===== config.mk =====
export PLATFORM = sky130hd
export DESIGN_NAME = radius_neighbor_search_sorted_core
export DESIGN_NICKNAME = d
export VERILOG_FILES = /design/src/rtl/rns_pkg.sv /design/src/rtl/rns_dist.sv /design/src/rtl/radius_neighbor_search_sorted_core.sv
export VERILOG_INCLUDE_DIRS = /design/src /design/src/rtl
export SDC_FILE = /design/constraint.sdc
export NUM_CORES = 2
export LEC_CHECK = 0
export BUFFER_PORTS_ARGS = -buffer_cell sky130_fd_sc_hd__clkbuf_2
export CORE_ASPECT_RATIO = 2
export CORE_MARGIN = 3
export CORE_UTILIZATION = 57
export CTS_CLUSTER_DIAMETER = 30
export DETAILED_ROUTE_END_ITERATION = 7
export GPL_ROUTABILITY_DRIVEN = 0
export PLACE_DENSITY_LB_ADDON = 0.15
export SYNTH_ARGS = -nofsm -noshare
export SYNTH_HDL_FRONTEND = slang
export SYNTH_HIERARCHICAL = 1
export SYNTH_SLANG_ARGS = --single-unit

===== constraint.sdc =====
create_clock -name clk_i -period 8.5 [get_ports clk_i]
set_input_delay 1.275 -clock clk_i [delete_from_list [all_inputs] [get_ports clk_i]]
set_output_delay 1.275 -clock clk_i [all_outputs]
set_load 0.005 [all_outputs]

===== src/rtl/assert_macros.svh =====
// Assertion helpers shared by the RTL.
`ifndef ASSERT_MACROS_SVH
`define ASSERT_MACROS_SVH

// Check a property at every rising clock edge outside of reset.
`define ASSERT_CLK(label, clk, rst_n, prop, msg) \
  label: assert property (@(posedge clk) disable iff (!rst_n) (prop)) else $error(msg);

// Check that a condition never holds outside of reset.
`define ASSERT_NEVER(label, clk, rst_n, cond, msg) \
  label: assert property (@(posedge clk) disable iff (!rst_n) !(cond)) else $error(msg);

`endif


===== src/rtl/rns_pkg.sv =====
package rns_pkg;

  // Squared distances are kept at a fixed width and saturate.
  localparam int unsigned DIST_W = 34;
  localparam logic [DIST_W-1:0] DIST_MAX = {DIST_W{1'b1}};

  // At most this many neighbors are reported per query.
  localparam int unsigned RESULT_CAP = 32;
  localparam int unsigned CAP_W = 6;
  localparam int unsigned IDX_OUT_W = 5;

  typedef enum logic [1:0] {
    OP_CLEAR = 2'd0,
    OP_LOAD  = 2'd1,
    OP_QUERY = 2'd2,
    OP_NONE  = 2'd3
  } opcode_e;

  typedef logic [DIST_W-1:0] dist_t;

endpackage


===== src/rtl/rns_dist.sv =====
module rns_dist #(
  parameter int unsigned CoordBits = 16,
  parameter int unsigned IdxBits   = 5
) (
  input  logic                        clk_i,
  input  logic                        rst_ni,
  input  logic                        valid_i,
  input  logic signed [CoordBits-1:0] ax_i,
  input  logic signed [CoordBits-1:0] ay_i,
  input  logic signed [CoordBits-1:0] bx_i,
  input  logic signed [CoordBits-1:0] by_i,
  input  logic        [IdxBits-1:0]   idx_i,
  output logic                        valid_o,
  output rns_pkg::dist_t              dist_o,
  output logic        [IdxBits-1:0]   idx_o
);
  import rns_pkg::*;

  localparam int unsigned DW = CoordBits + 1;
  localparam int unsigned SQW = 2 * DW;
  localparam int unsigned SW = SQW + 1;

  logic signed [DW-1:0] ex_ax, ex_ay, ex_bx, ex_by, sdx, sdy;
  logic [DW-1:0] dx_d, dy_d, dx_q, dy_q;
  logic [SQW-1:0] sqx_q, sqy_q;
  logic [SW-1:0] sum;
  logic [SW+DIST_W-1:0] sum_w, max_w;
  logic [2:0] v_q;
  logic [IdxBits-1:0] i1_q, i2_q;
  dist_t dist_q;

  // Absolute coordinate differences.
  always_comb begin
    ex_ax = DW'(ax_i);
    ex_ay = DW'(ay_i);
    ex_bx = DW'(bx_i);
    ex_by = DW'(by_i);
    sdx = (ex_ax >= ex_bx) ? ex_ax - ex_bx : ex_bx - ex_ax;
    sdy = (ex_ay >= ex_by) ? ex_ay - ex_by : ex_by - ex_ay;
    dx_d = sdx;
    dy_d = sdy;
  end

  // Sum of squares with saturation.
  assign sum = SW'(sqx_q) + SW'(sqy_q);
  assign sum_w = {{DIST_W{1'b0}}, sum};
  assign max_w = {{SW{1'b0}}, DIST_MAX};

  // Three-stage pipeline: difference, square, sum.
  always_ff @(posedge clk_i or negedge rst_ni) begin
    if (!rst_ni) begin
      v_q <= '0;
    end else begin
      v_q <= {v_q[1:0], valid_i};
    end
  end

  always_ff @(posedge clk_i) begin
    dx_q <= dx_d;
    dy_q <= dy_d;
    i1_q <= idx_i;
    sqx_q <= dx_q * dx_q;
    sqy_q <= dy_q * dy_q;
    i2_q <= i1_q;
    dist_q <= (sum_w > max_w) ? DIST_MAX : sum_w[DIST_W-1:0];
    idx_o <= i2_q;
  end

  assign valid_o = v_q[2];
  assign dist_o = dist_q;

endmodule


===== src/rtl/radius_neighbor_search_sorted_core.sv =====
// Fixed-radius neighbor search over a store of 2D points.
// Input: a word is taken when start_i is high and busy_o is low. opcode_i
// selects clear, load or query; point_x_i/point_y_i carry the point.
// Config: radius_we_i writes radius_squared_i; write it only while idle.
// Output: every result word is shown for one cycle with result_valid_o high,
// and last_o marks the final word of an input. The receiver cannot stall.
// Clear and load answer with one word in the cycle after acceptance and
// keep busy_o low. Opcode 3 is dropped with no answer.
// A query with N stored points first runs all points through the distance
// pipeline, then for each of K reported neighbors does one selection scan
// over the distance memory plus a point read. A query with no neighbor
// answers with one empty word. At most 32 nearest neighbors are reported.
// Reset empties the store and sets the radius to zero; memories need no
// clearing since entries beyond the fill count are never read.
module radius_neighbor_search_sorted_core #(
  parameter int unsigned MAX_POINTS = 32,
  parameter int unsigned COORD_BITS = 16
) (
  input  logic                         clk_i,
  input  logic                         rst_ni,
  input  logic                         start_i,
  output logic                         busy_o,
  input  logic [1:0]                   opcode_i,
  input  logic signed [COORD_BITS-1:0] point_x_i,
  input  logic signed [COORD_BITS-1:0] point_y_i,
  input  logic                         radius_we_i,
  input  rns_pkg::dist_t               radius_squared_i,
  output logic                         result_valid_o,
  output logic signed [COORD_BITS-1:0] neighbor_x_o,
  output logic signed [COORD_BITS-1:0] neighbor_y_o,
  output logic [rns_pkg::IDX_OUT_W-1:0] neighbor_index_o,
  output rns_pkg::dist_t               distance_squared_o,
  output logic                         found_o,
  output logic                         load_rejected_o,
  output logic                         last_o
);
  import rns_pkg::*;

  localparam int unsigned IW = $clog2(MAX_POINTS);
  localparam int unsigned CW = $clog2(MAX_POINTS + 1);
  localparam int unsigned PW = 2 * COORD_BITS;

  typedef enum logic [2:0] {
    ST_IDLE, ST_SCAN, ST_SEL, ST_READ, ST_EMIT
  } state_e;

  state_e state_q;
  logic [CW-1:0] count_q, rd_q, done_q, nbr_q;
  logic [CAP_W-1:0] total_q, emitted_q;
  logic signed [COORD_BITS-1:0] ref_x_q, ref_y_q;
  dist_t radius_q;
  logic first_q, have_q;
  dist_t best_d_q, prev_d_q;
  logic [IW-1:0] best_i_q, prev_i_q;
  logic scan_v_q, sel_v_q;
  logic [IW-1:0] scan_i_q, sel_i_q;

  // Memories.
  logic [PW-1:0] pt_mem [MAX_POINTS];
  logic [PW-1:0] pt_rdata_q;
  logic [IW-1:0] pt_raddr;
  logic [DIST_W:0] dm_mem [MAX_POINTS];
  logic [DIST_W:0] dm_rdata_q;

  // Distance pipeline.
  logic du_valid;
  dist_t du_dist;
  logic [IW-1:0] du_idx;
  logic du_within;

  // Selection signals.
  logic sel_within, sel_elig;
  dist_t sel_d;
  logic [CW+CAP_W-1:0] nbr_w;
  logic [IW+IDX_OUT_W-1:0] best_i_w;

  rns_dist #(
    .CoordBits(COORD_BITS),
    .IdxBits  (IW)
  ) u_dist (
    .clk_i  (clk_i),
    .rst_ni (rst_ni),
    .valid_i(scan_v_q),
    .ax_i   (pt_rdata_q[PW-1:COORD_BITS]),
    .ay_i   (pt_rdata_q[COORD_BITS-1:0]),
    .bx_i   (ref_x_q),
    .by_i   (ref_y_q),
    .idx_i  (scan_i_q),
    .valid_o(du_valid),
    .dist_o (du_dist),
    .idx_o  (du_idx)
  );

  assign du_within = (du_dist <= radius_q);
  assign busy_o = (state_q != ST_IDLE);

  // Point memory read address by phase.
  always_comb begin
    unique case (state_q)
      ST_READ: pt_raddr = best_i_q;
      default: pt_raddr = rd_q[IW-1:0];
    endcase
  end

  // Point memory: written on load, read during scan and emit.
  always_ff @(posedge clk_i) begin
    if (state_q == ST_IDLE && start_i && opcode_e'(opcode_i) == OP_LOAD &&
        count_q < CW'(MAX_POINTS)) begin
      pt_mem[count_q[IW-1:0]] <= {point_x_i, point_y_i};
    end
    pt_rdata_q <= pt_mem[pt_raddr];
  end

  // Distance memory: written by the distance pipeline, read by selection.
  always_ff @(posedge clk_i) begin
    if (du_valid) begin
      dm_mem[du_idx] <= {du_within, du_dist};
    end
    dm_rdata_q <= dm_mem[rd_q[IW-1:0]];
  end

  // A candidate must be in range and rank after the previously reported one.
  assign sel_within = dm_rdata_q[DIST_W];
  assign sel_d = dm_rdata_q[DIST_W-1:0];
  assign sel_elig = sel_within && (first_q || (sel_d > prev_d_q) ||
                    (sel_d == prev_d_q && sel_i_q > prev_i_q));
  assign nbr_w = {{CAP_W{1'b0}}, nbr_q};
  assign best_i_w = {{IDX_OUT_W{1'b0}}, best_i_q};

  always_ff @(posedge clk_i or negedge rst_ni) begin
    if (!rst_ni) begin
      state_q <= ST_IDLE;
      count_q <= '0;
      radius_q <= '0;
      rd_q <= '0;
      done_q <= '0;
      nbr_q <= '0;
      total_q <= '0;
      emitted_q <= '0;
      first_q <= 1'b0;
      have_q <= 1'b0;
      scan_v_q <= 1'b0;
      sel_v_q <= 1'b0;
      result_valid_o <= 1'b0;
      ref_x_q <= '0;
      ref_y_q <= '0;
    end else begin
      result_valid_o <= 1'b0;
      scan_v_q <= 1'b0;
      sel_v_q <= 1'b0;
      if (radius_we_i) begin
        radius_q <= radius_squared_i;
      end
      unique case (state_q)
        // Take a word; clear and load are answered right away.
        ST_IDLE: begin
          if (start_i) begin
            neighbor_x_o <= '0;
            neighbor_y_o <= '0;
            neighbor_index_o <= '0;
            distance_squared_o <= '0;
            found_o <= 1'b0;
            load_rejected_o <= 1'b0;
            last_o <= 1'b1;
            unique case (opcode_e'(opcode_i))
              OP_CLEAR: begin
                count_q <= '0;
                result_valid_o <= 1'b1;
              end
              OP_LOAD: begin
                result_valid_o <= 1'b1;
                if (count_q < CW'(MAX_POINTS)) begin
                  count_q <= count_q + 1'b1;
                end else begin
                  load_rejected_o <= 1'b1;
                end
              end
              OP_QUERY: begin
                ref_x_q <= point_x_i;
                ref_y_q <= point_y_i;
                rd_q <= '0;
                done_q <= '0;
                nbr_q <= '0;
                state_q <= ST_SCAN;
              end
              OP_NONE: begin
                result_valid_o <= 1'b0;
              end
            endcase
          end
        end
        // Feed every stored point through the distance pipeline.
        ST_SCAN: begin
          if (rd_q < count_q) begin
            scan_v_q <= 1'b1;
            scan_i_q <= rd_q[IW-1:0];
            rd_q <= rd_q + 1'b1;
          end
          if (du_valid) begin
            done_q <= done_q + 1'b1;
            if (du_within) begin
              nbr_q <= nbr_q + 1'b1;
            end
          end else if (done_q == count_q) begin
            rd_q <= '0;
            if (nbr_q == '0) begin
              result_valid_o <= 1'b1;
              state_q <= ST_IDLE;
            end else begin
              total_q <= (nbr_w > (CW+CAP_W)'(RESULT_CAP)) ? CAP_W'(RESULT_CAP)
                                                          : nbr_w[CAP_W-1:0];
              emitted_q <= '0;
              first_q <= 1'b1;
              have_q <= 1'b0;
              state_q <= ST_SEL;
            end
          end
        end
        // Scan the distance memory for the next nearest neighbor.
        ST_SEL: begin
          if (rd_q < count_q) begin
            sel_v_q <= 1'b1;
            sel_i_q <= rd_q[IW-1:0];
            rd_q <= rd_q + 1'b1;
          end
          if (sel_v_q) begin
            if (sel_elig && (!have_q || sel_d < best_d_q)) begin
              have_q <= 1'b1;
              best_d_q <= sel_d;
              best_i_q <= sel_i_q;
            end
          end else if (rd_q == count_q) begin
            state_q <= ST_READ;
          end
        end
        // Fetch the chosen point.
        ST_READ: begin
          state_q <= ST_EMIT;
        end
        // Send the neighbor and move on.
        ST_EMIT: begin
          result_valid_o <= 1'b1;
          neighbor_x_o <= pt_rdata_q[PW-1:COORD_BITS];
          neighbor_y_o <= pt_rdata_q[COORD_BITS-1:0];
          neighbor_index_o <= best_i_w[IDX_OUT_W-1:0];
          distance_squared_o <= best_d_q;
          found_o <= 1'b1;
          load_rejected_o <= 1'b0;
          last_o <= (emitted_q + 1'b1 == total_q);
          emitted_q <= emitted_q + 1'b1;
          prev_d_q <= best_d_q;
          prev_i_q <= best_i_q;
          first_q <= 1'b0;
          have_q <= 1'b0;
          rd_q <= '0;
          state_q <= (emitted_q + 1'b1 == total_q) ? ST_IDLE : ST_SEL;
        end
        default: state_q <= ST_IDLE;
      endcase
    end
  end

`include "assert_macros.svh"

  `ASSERT_NEVER(a_count_bound, clk_i, rst_ni, count_q > CW'(MAX_POINTS), "store overfilled")
  `ASSERT_NEVER(a_found_rej, clk_i, rst_ni, result_valid_o && found_o && load_rejected_o, "found with reject")
  `ASSERT_CLK(a_in_radius, clk_i, rst_ni, !(result_valid_o && found_o) || distance_squared_o <= radius_q, "neighbor outside radius")
  `ASSERT_CLK(a_emit_have, clk_i, rst_ni, !(state_q == ST_READ) || have_q, "no neighbor selected")

endmodule


; Word-level counts from Yosys, hierarchy flattened
; Memories as Yosys holds them, arrays and structs flattened. A register that Yosys moved wholly into a read port is not among the register bits.
; Cells that the tools add are included.
[op_classes]
n_mul = 2
addsub = 10
eq_ne = 22
muxes = 68
n_reduce_logical = 35
bitwise = 2
order_cmp = 10
[ops]
columns = operator, count
row1 = 6-bit 2-to-1 mux, 13
row2 = 17-bit by 17-bit multiplier with 34-bit output, 2
row3 = 34-bit case mux with 2 select lines, 1
row4 = 16-bit by 16-bit subtractor with 17-bit output, 4
row5 = 16-bit case mux with 2 select lines, 2
row6 = 6-bit case mux with 2 select lines, 4
row7 = 34-bit by 34-bit adder with 35-bit output, 1
row8 = "35-bit by 34-bit > comparator with 1-bit output, second input constant", 1
row9 = 34-bit == test, 1
row10 = 34-bit > comparator, 1
row11 = 34-bit less-or-equal comparator, 1
row12 = 34-bit < comparator, 1
row13 = 17-bit 2-to-1 mux, 2
row14 = 34-bit 2-to-1 mux, 1
row15 = 16-bit >= comparator, 2
row16 = "6-bit by 1-bit adder with 6-bit output, second input constant", 5
row17 = 1-bit 2-to-1 mux, 25
row18 = 6-bit case mux with 4 select lines, 1
row19 = 4-bit AND reduction, 5
row20 = 6-bit == test, 3
row21 = 3-bit 2-to-1 mux, 6
row22 = "2-bit != test, second input constant", 9
row23 = 16-bit 2-to-1 mux, 1
row24 = 3-bit case mux with 5 select lines, 1
row25 = 30 further kinds, 56
[word_totals]
mem_bits_rw = 2144
memories = 2
register_bits = 426
inputBits = 72
out_inout_bits = 76
[memory_table]
columns = memory, words, width, read_ports, rd_ports_with_merged_regs, write_ports, line
row1 = dm_mem, 32, 35, 1, 1, 1, radius_neighbor_search_sorted_core.sv:62  ; logic [DIST_W:0] dm_mem [MAX_POINTS];
row2 = pt_mem, 32, 32, 1, 1, 1, radius_neighbor_search_sorted_core.sv:59  ; logic [PW-1:0] pt_mem [MAX_POINTS];

; Depth between registers and ports, before layout
[depth]
depth_word = 8
mapped_depth = 27
depth_no_buf = 24

; By module
; The synthesis kept the hierarchy.
[modules_own_cells]
columns = module, seq_area_each_um2, cells_per_inst, area_per_inst_um2, instances
row1 = radius_neighbor_search_sorted_core, 73340.3, 4679, 95469.1, 1
row2 = rns_dist, 3057.9, 2668, 24054.3, 1

; Worst setup path before layout
; OpenSTA, ideal clock, no wires.
[synth_path]
path_type = input -> register
start = input start_i
end = register distance_squared_o[0], enable pin
arrival_time_ns = 6.741
n_path_buf = 0
path_stages = 2
path_slack_ns = 1.139
cell_sequence = nand2_1 a21boi_0
[synth_between]
elab_chain_len = 2
[synth_lines]
columns = item, line
row1 = "start, declared", radius_neighbor_search_sorted_core.sv:21  ; input logic start_i,
row2 = 2-bit != test (no line), --
row3 = 3-bit AND reduction (no line), --
row4 = "end signal, assigned", radius_neighbor_search_sorted_core.sv:246  ; distance_squared_o <= best_d_q;
row5 = "end, declared", radius_neighbor_search_sorted_core.sv:32  ; output rns_pkg::dist_t distance_squared_o,
; Every way passes these cells.
; A chain may end at the register's enable or synchronous reset.

; Worst setup path after layout
[layout_path]
start = register u_dist.dy_q[5]
end = register u_dist.sqy_q[33]
[layout_between]
elab_chain_len = 1
[layout_lines]
columns = item, line
row1 = "start, declared", rns_dist.sv:24  ; logic [DW-1:0] dx_d, dy_d, dx_q, dy_q;
row2 = "start signal, assigned", rns_dist.sv:60  ; dy_q <= dy_d;
row3 = 17-bit by 17-bit multiplier with 34-bit output, rns_dist.sv:63  ; sqy_q <= dy_q * dy_q;
row4 = "end signal, assigned", rns_dist.sv:63
row5 = "end, declared", rns_dist.sv:25  ; logic [SQW-1:0] sqx_q, sqy_q;
; Every way passes these cells.

==> results by stage <==
Routing:
- The post-route DRC violation count is 0.
- Once detail routing completed, the nets flagged for antenna violations numbered 0.
- In the final routed layout, each cell accounts on average for 30.3 um.
- For this block, the routed nets add up to 324000 um of wire.
- Using the TritonRoute via totals, the vias-per-cell ratio works out to 6.23.
- The number of iterations in the first detailed-routing pass is 6.
- The total via count after detailed routing is 66600.
- After the first detailed-routing iteration, the DRC count stood at 6305.

Yosys:
- After Yosys synthesis, XOR and XNOR cells account for 1.08% of the synthesized area.
- The sequential share of the synthesized area is between 60% and 70%.
- The synthesized design contains 2635 register bits.
- Counting flops with a built-in enable in the synthesized netlist gives 2306.
- The synthesized netlist devotes approximately 4.2% of its cell area to compound gates.
- The post-synthesis async set-or-reset flop share is 4.29%.
- After synthesis, the largest family of logic cells by area is multiplexers.
- The area of the mapped netlist is 120000 um^2.
- The number of distinct library cells after synthesis is 90.
- Yosys printed 6 warnings.
- The number of nets handed over by synthesis was 8241.
- Of the total synthesized cell area, the portion taken by AND, OR, NAND and NOR gates is 4.85%.
- The adder-cell share of the synthesized area is between 10% and 20%.
- The average cell area after synthesis is 16.3 um^2.
- After synthesis, the share of cell area in mux cells is 11.3%.
- The cell count after synthesis is about 7300.
- The predominant post-synthesis flop cell is edfxtp_1.

Final layout:
- In the layout the commonest cells are 2306 x edfxtp_1, 772 x inv_1, 594 x nand2_1.
- The fraction of layout cells with a size suffix above 1 is 19.1%.
- In the final design database the tool counted 8540 nets.
- The commonest non-fill, non-tap cell in the layout is edfxtp_1.
- The area added between synthesis and finish is 12.4%.

STA:
- Setup violations remaining at the end of the flow were counted as 0.
- The final critical-path required period is 7190 ps.
- Setup repair after global routing left no endpoint under its margin.
- The total count of max-transition violations in the final report was 0.
- The actual transition at the worst max-transition pin is 1260 ps.
- The worst relative slew slack is between 10% and 20%.
- The final hold violation count is 0.
- The sum of negative setup slack is 0 ps.
- The share of the clock period used by the worst path after layout is 84.5%.
- Timing would allow up to 139 MHz.
- The worst clock skew on the final layout is approximately 81 ps.

Worst setup path:
- The worst setup path is launched from a flip-flop.
- The count of cell instances traversed by the critical path is 21.
- The cell with the largest stage delay on the worst path is a2111oi_0.
- The dominant delay contributor by cell family on the critical path is adder cells.
- The category of the critical setup timing path is flip-flop to flip-flop.
- The sum of buffers and inverters on the critical path is 4.
- The data arrival time of the critical path is 8020 ps.
- The signal on the critical path passes through and2_1 > fa_1 > inv_1 > fa_1 > fa_1 > inv_1 > fa_1 > fa_1 > inv_1 > fa_1 > inv_1 > ha_1 > a21o_1 > a211o_1 > a2111oi_0 > nor3_1 > nor2_1 > o211ai_1 > a21o_1 > a21oi_1 > xnor2_1.
- The endpoint class of the critical path is a flip-flop.
- Counting stages on the worst path, the most repeated cell is fa_1.
- The largest incremental delay on the critical path is 980 ps.
- The data required time of the critical path is 9330 ps.
- Counting cells, the worst reg-to-reg path comes to 21.
- Along the worst path, the maximum fanout reaches 18.

CTS:
- The count of buffers added by post-CTS timing repair for setup is 0.
- At the later pin of the worst-skew pair, clock insertion delay measures 900 ps.
- The buffer cell driving the clock tree root is clkbuf_16.
- The post-CTS clock slew at the launch and capture registers of the worst setup and hold paths is 60 ps.
- In this run, post-CTS hold repair placed 0 buffers.
- Clock tree synthesis inserted a total of a little over 300 buffers.
- The longest clock path from root to sink contains 4 buffers.
- The number of levels in the clock H-tree is 5.
- The number of instances resized during post-cts repair is 0.
- The total number of clock tree sinks is around 2600.
- The CTS tree is yes.

Die:
- Pin placement for this block handled 148 I/O pins.
- The initial core utilization is 57.3%.
- The area of the die is 216000 um^2.
- The chip width is 330 um.
- The area of the core is between 200000 and 250000 um^2.
- The floorplan row count is 237.
- The vertical die dimension is 654 um.

Placement:
- Input and output buffers added on the ports amount to 147.
- Detailed placement finished with a half-perimeter wire length of 205000 um.

Run:
- The reported max-cap violation count is 0.

Global routing:
- The number of global-route vias before repair came to 70300.
- The largest net degree at the start of global routing is 132.
- The overflow left after global routing is 0.
- The initial antenna violation count is 21.
- In the global route stage, overall resource usage came out at between 30% and 40%.
- The first global-routing pass estimated 469000 um of wire.

Min path:
- Along the worst hold path, the cell count comes to 0.
- In this run the worst hold path is classified as flip-flop to flip-flop.

Outcome:
- The flow ran to the end, and the final reports show no timing, DRC or antenna violations.
[per-layer routing]
metal | up-vias | wire length, um | track usage, %
met4 | 12 | 28600 | 22.8
met1 | 34600 | 101000 | 32.3
met2 | 2936 | 174000 | 54.7
met5 | - | 83 | 0
met3 | 971 | 20000 | 4.34
li1 | 28000 | - | -
[synthesized netlist by cell type, drive strengths merged, types with 57 or more instances]
library cell	n	area share, %
inv	772	2.4
ha	438	4.6
o21ai	147	0.62
clkbuf	154	0.49
mux2i	83	0.71
dfxtp	216	3.6
edfxtp	2306	58
and2	118	0.62
and3	58	0.30
mux4	540	10
a32oi	57	0.43
o22ai	83	0.43
a21o	97	0.61
nand2	597	1.9
dfrtp	113	2.4
nor2	237	0.75
buf	137	0.72
a21oi	153	0.64
fa	384	6.4
xnor2	102	0.75
[layout make-up]
cell class | instances | area, um^2
Antenna cell | 47 | 118
Multi-Input combinational cell | 3649 | 39400
Fill cell | 14500 | 74200
Clock inverter | 212 | 2230
Tap cell | 2748 | 3440
Inverter | 772 | 2900
Sequential cell | 2635 | 76400
Timing Repair Buffer | 286 | 1860
Clock buffer | 340 | 7980
[path summary, 6_finish.rpt]
kind	from	to	slack (ps)
max	u_dist/dy_q[5]	u_dist/sqy_q[33]	1310
min	u_dist/i2_q[2]	u_dist/idx_o[2]	300
max reg2reg	u_dist/dy_q[5]	u_dist/sqy_q[33]	1310
min reg2reg	u_dist/i2_q[2]	u_dist/idx_o[2]	300
max in group asynchronous	rst_ni	ref_x_q[8]	6890
min in group asynchronous	rst_ni	rd_q[4]	360
[worst reg2reg max path: cells and delay by family, from the launching register on]
| kind | cells | cell delay [ps] |
|---|---|---|
| AOI/OAI and AO/OA | 6 | 2040 |
| xor gates and xnor gates | 1 | 140 |
| adders and majority gates | 7 | 3150 |
| buffers and inverters | 4 | 220 |
| DFF | 1 | 810 |
| and+or+nand+nor | 3 | 820 |
[stage by stage]
step | instance area, um^2 | setup WS, ps | cells | hold slack, ps | utilization, %
2_1_floorplan | 120000 | 1140 | 7347 | 310 | -
3_3_place_gp | 124000 | 1260 | 10100 | 311 | 59.5
3_5_place_dp | 124000 | 1240 | 10100 | 313 | 59.5
4_1_cts | 134000 | 1300 | 10600 | 305 | 64.4
5_1_grt | 134000 | 867 | 10700 | 303 | 64.4
6_report | 134000 | 1310 | 10700 | 305 | 64.4
[cell families (layout without fill, tap and decap cells)]
group                      Yosys count  in the layout
and+or+nand+nor                   1266           1266
adders and majority gates          822            822
buffers and inverters             1063           1610
other                                0             47
xor gates and xnor gates           147            147
muxes                              671            671
AOI/OAI and AO/OA                  743            743
DFF                               2635           2635
[flip-flops by register name, indices dropped and copies added (netlist names), 17 cells and up]
signal              cells
u_dist/dist_o          34
u_dist/dx_q            17
distance_squared_o     34
u_dist/dy_q            17
radius_q               34
dm_mem               1120
u_dist/sqy_q           33
dm_rdata_q             35
best_d_q               34
pt_rdata_q             32
pt_mem               1024
prev_d_q               34
u_dist/sqx_q           33
Power is not shown: default switching activity piles up to over one toggle a cycle in this logic, so the estimate is an artifact.
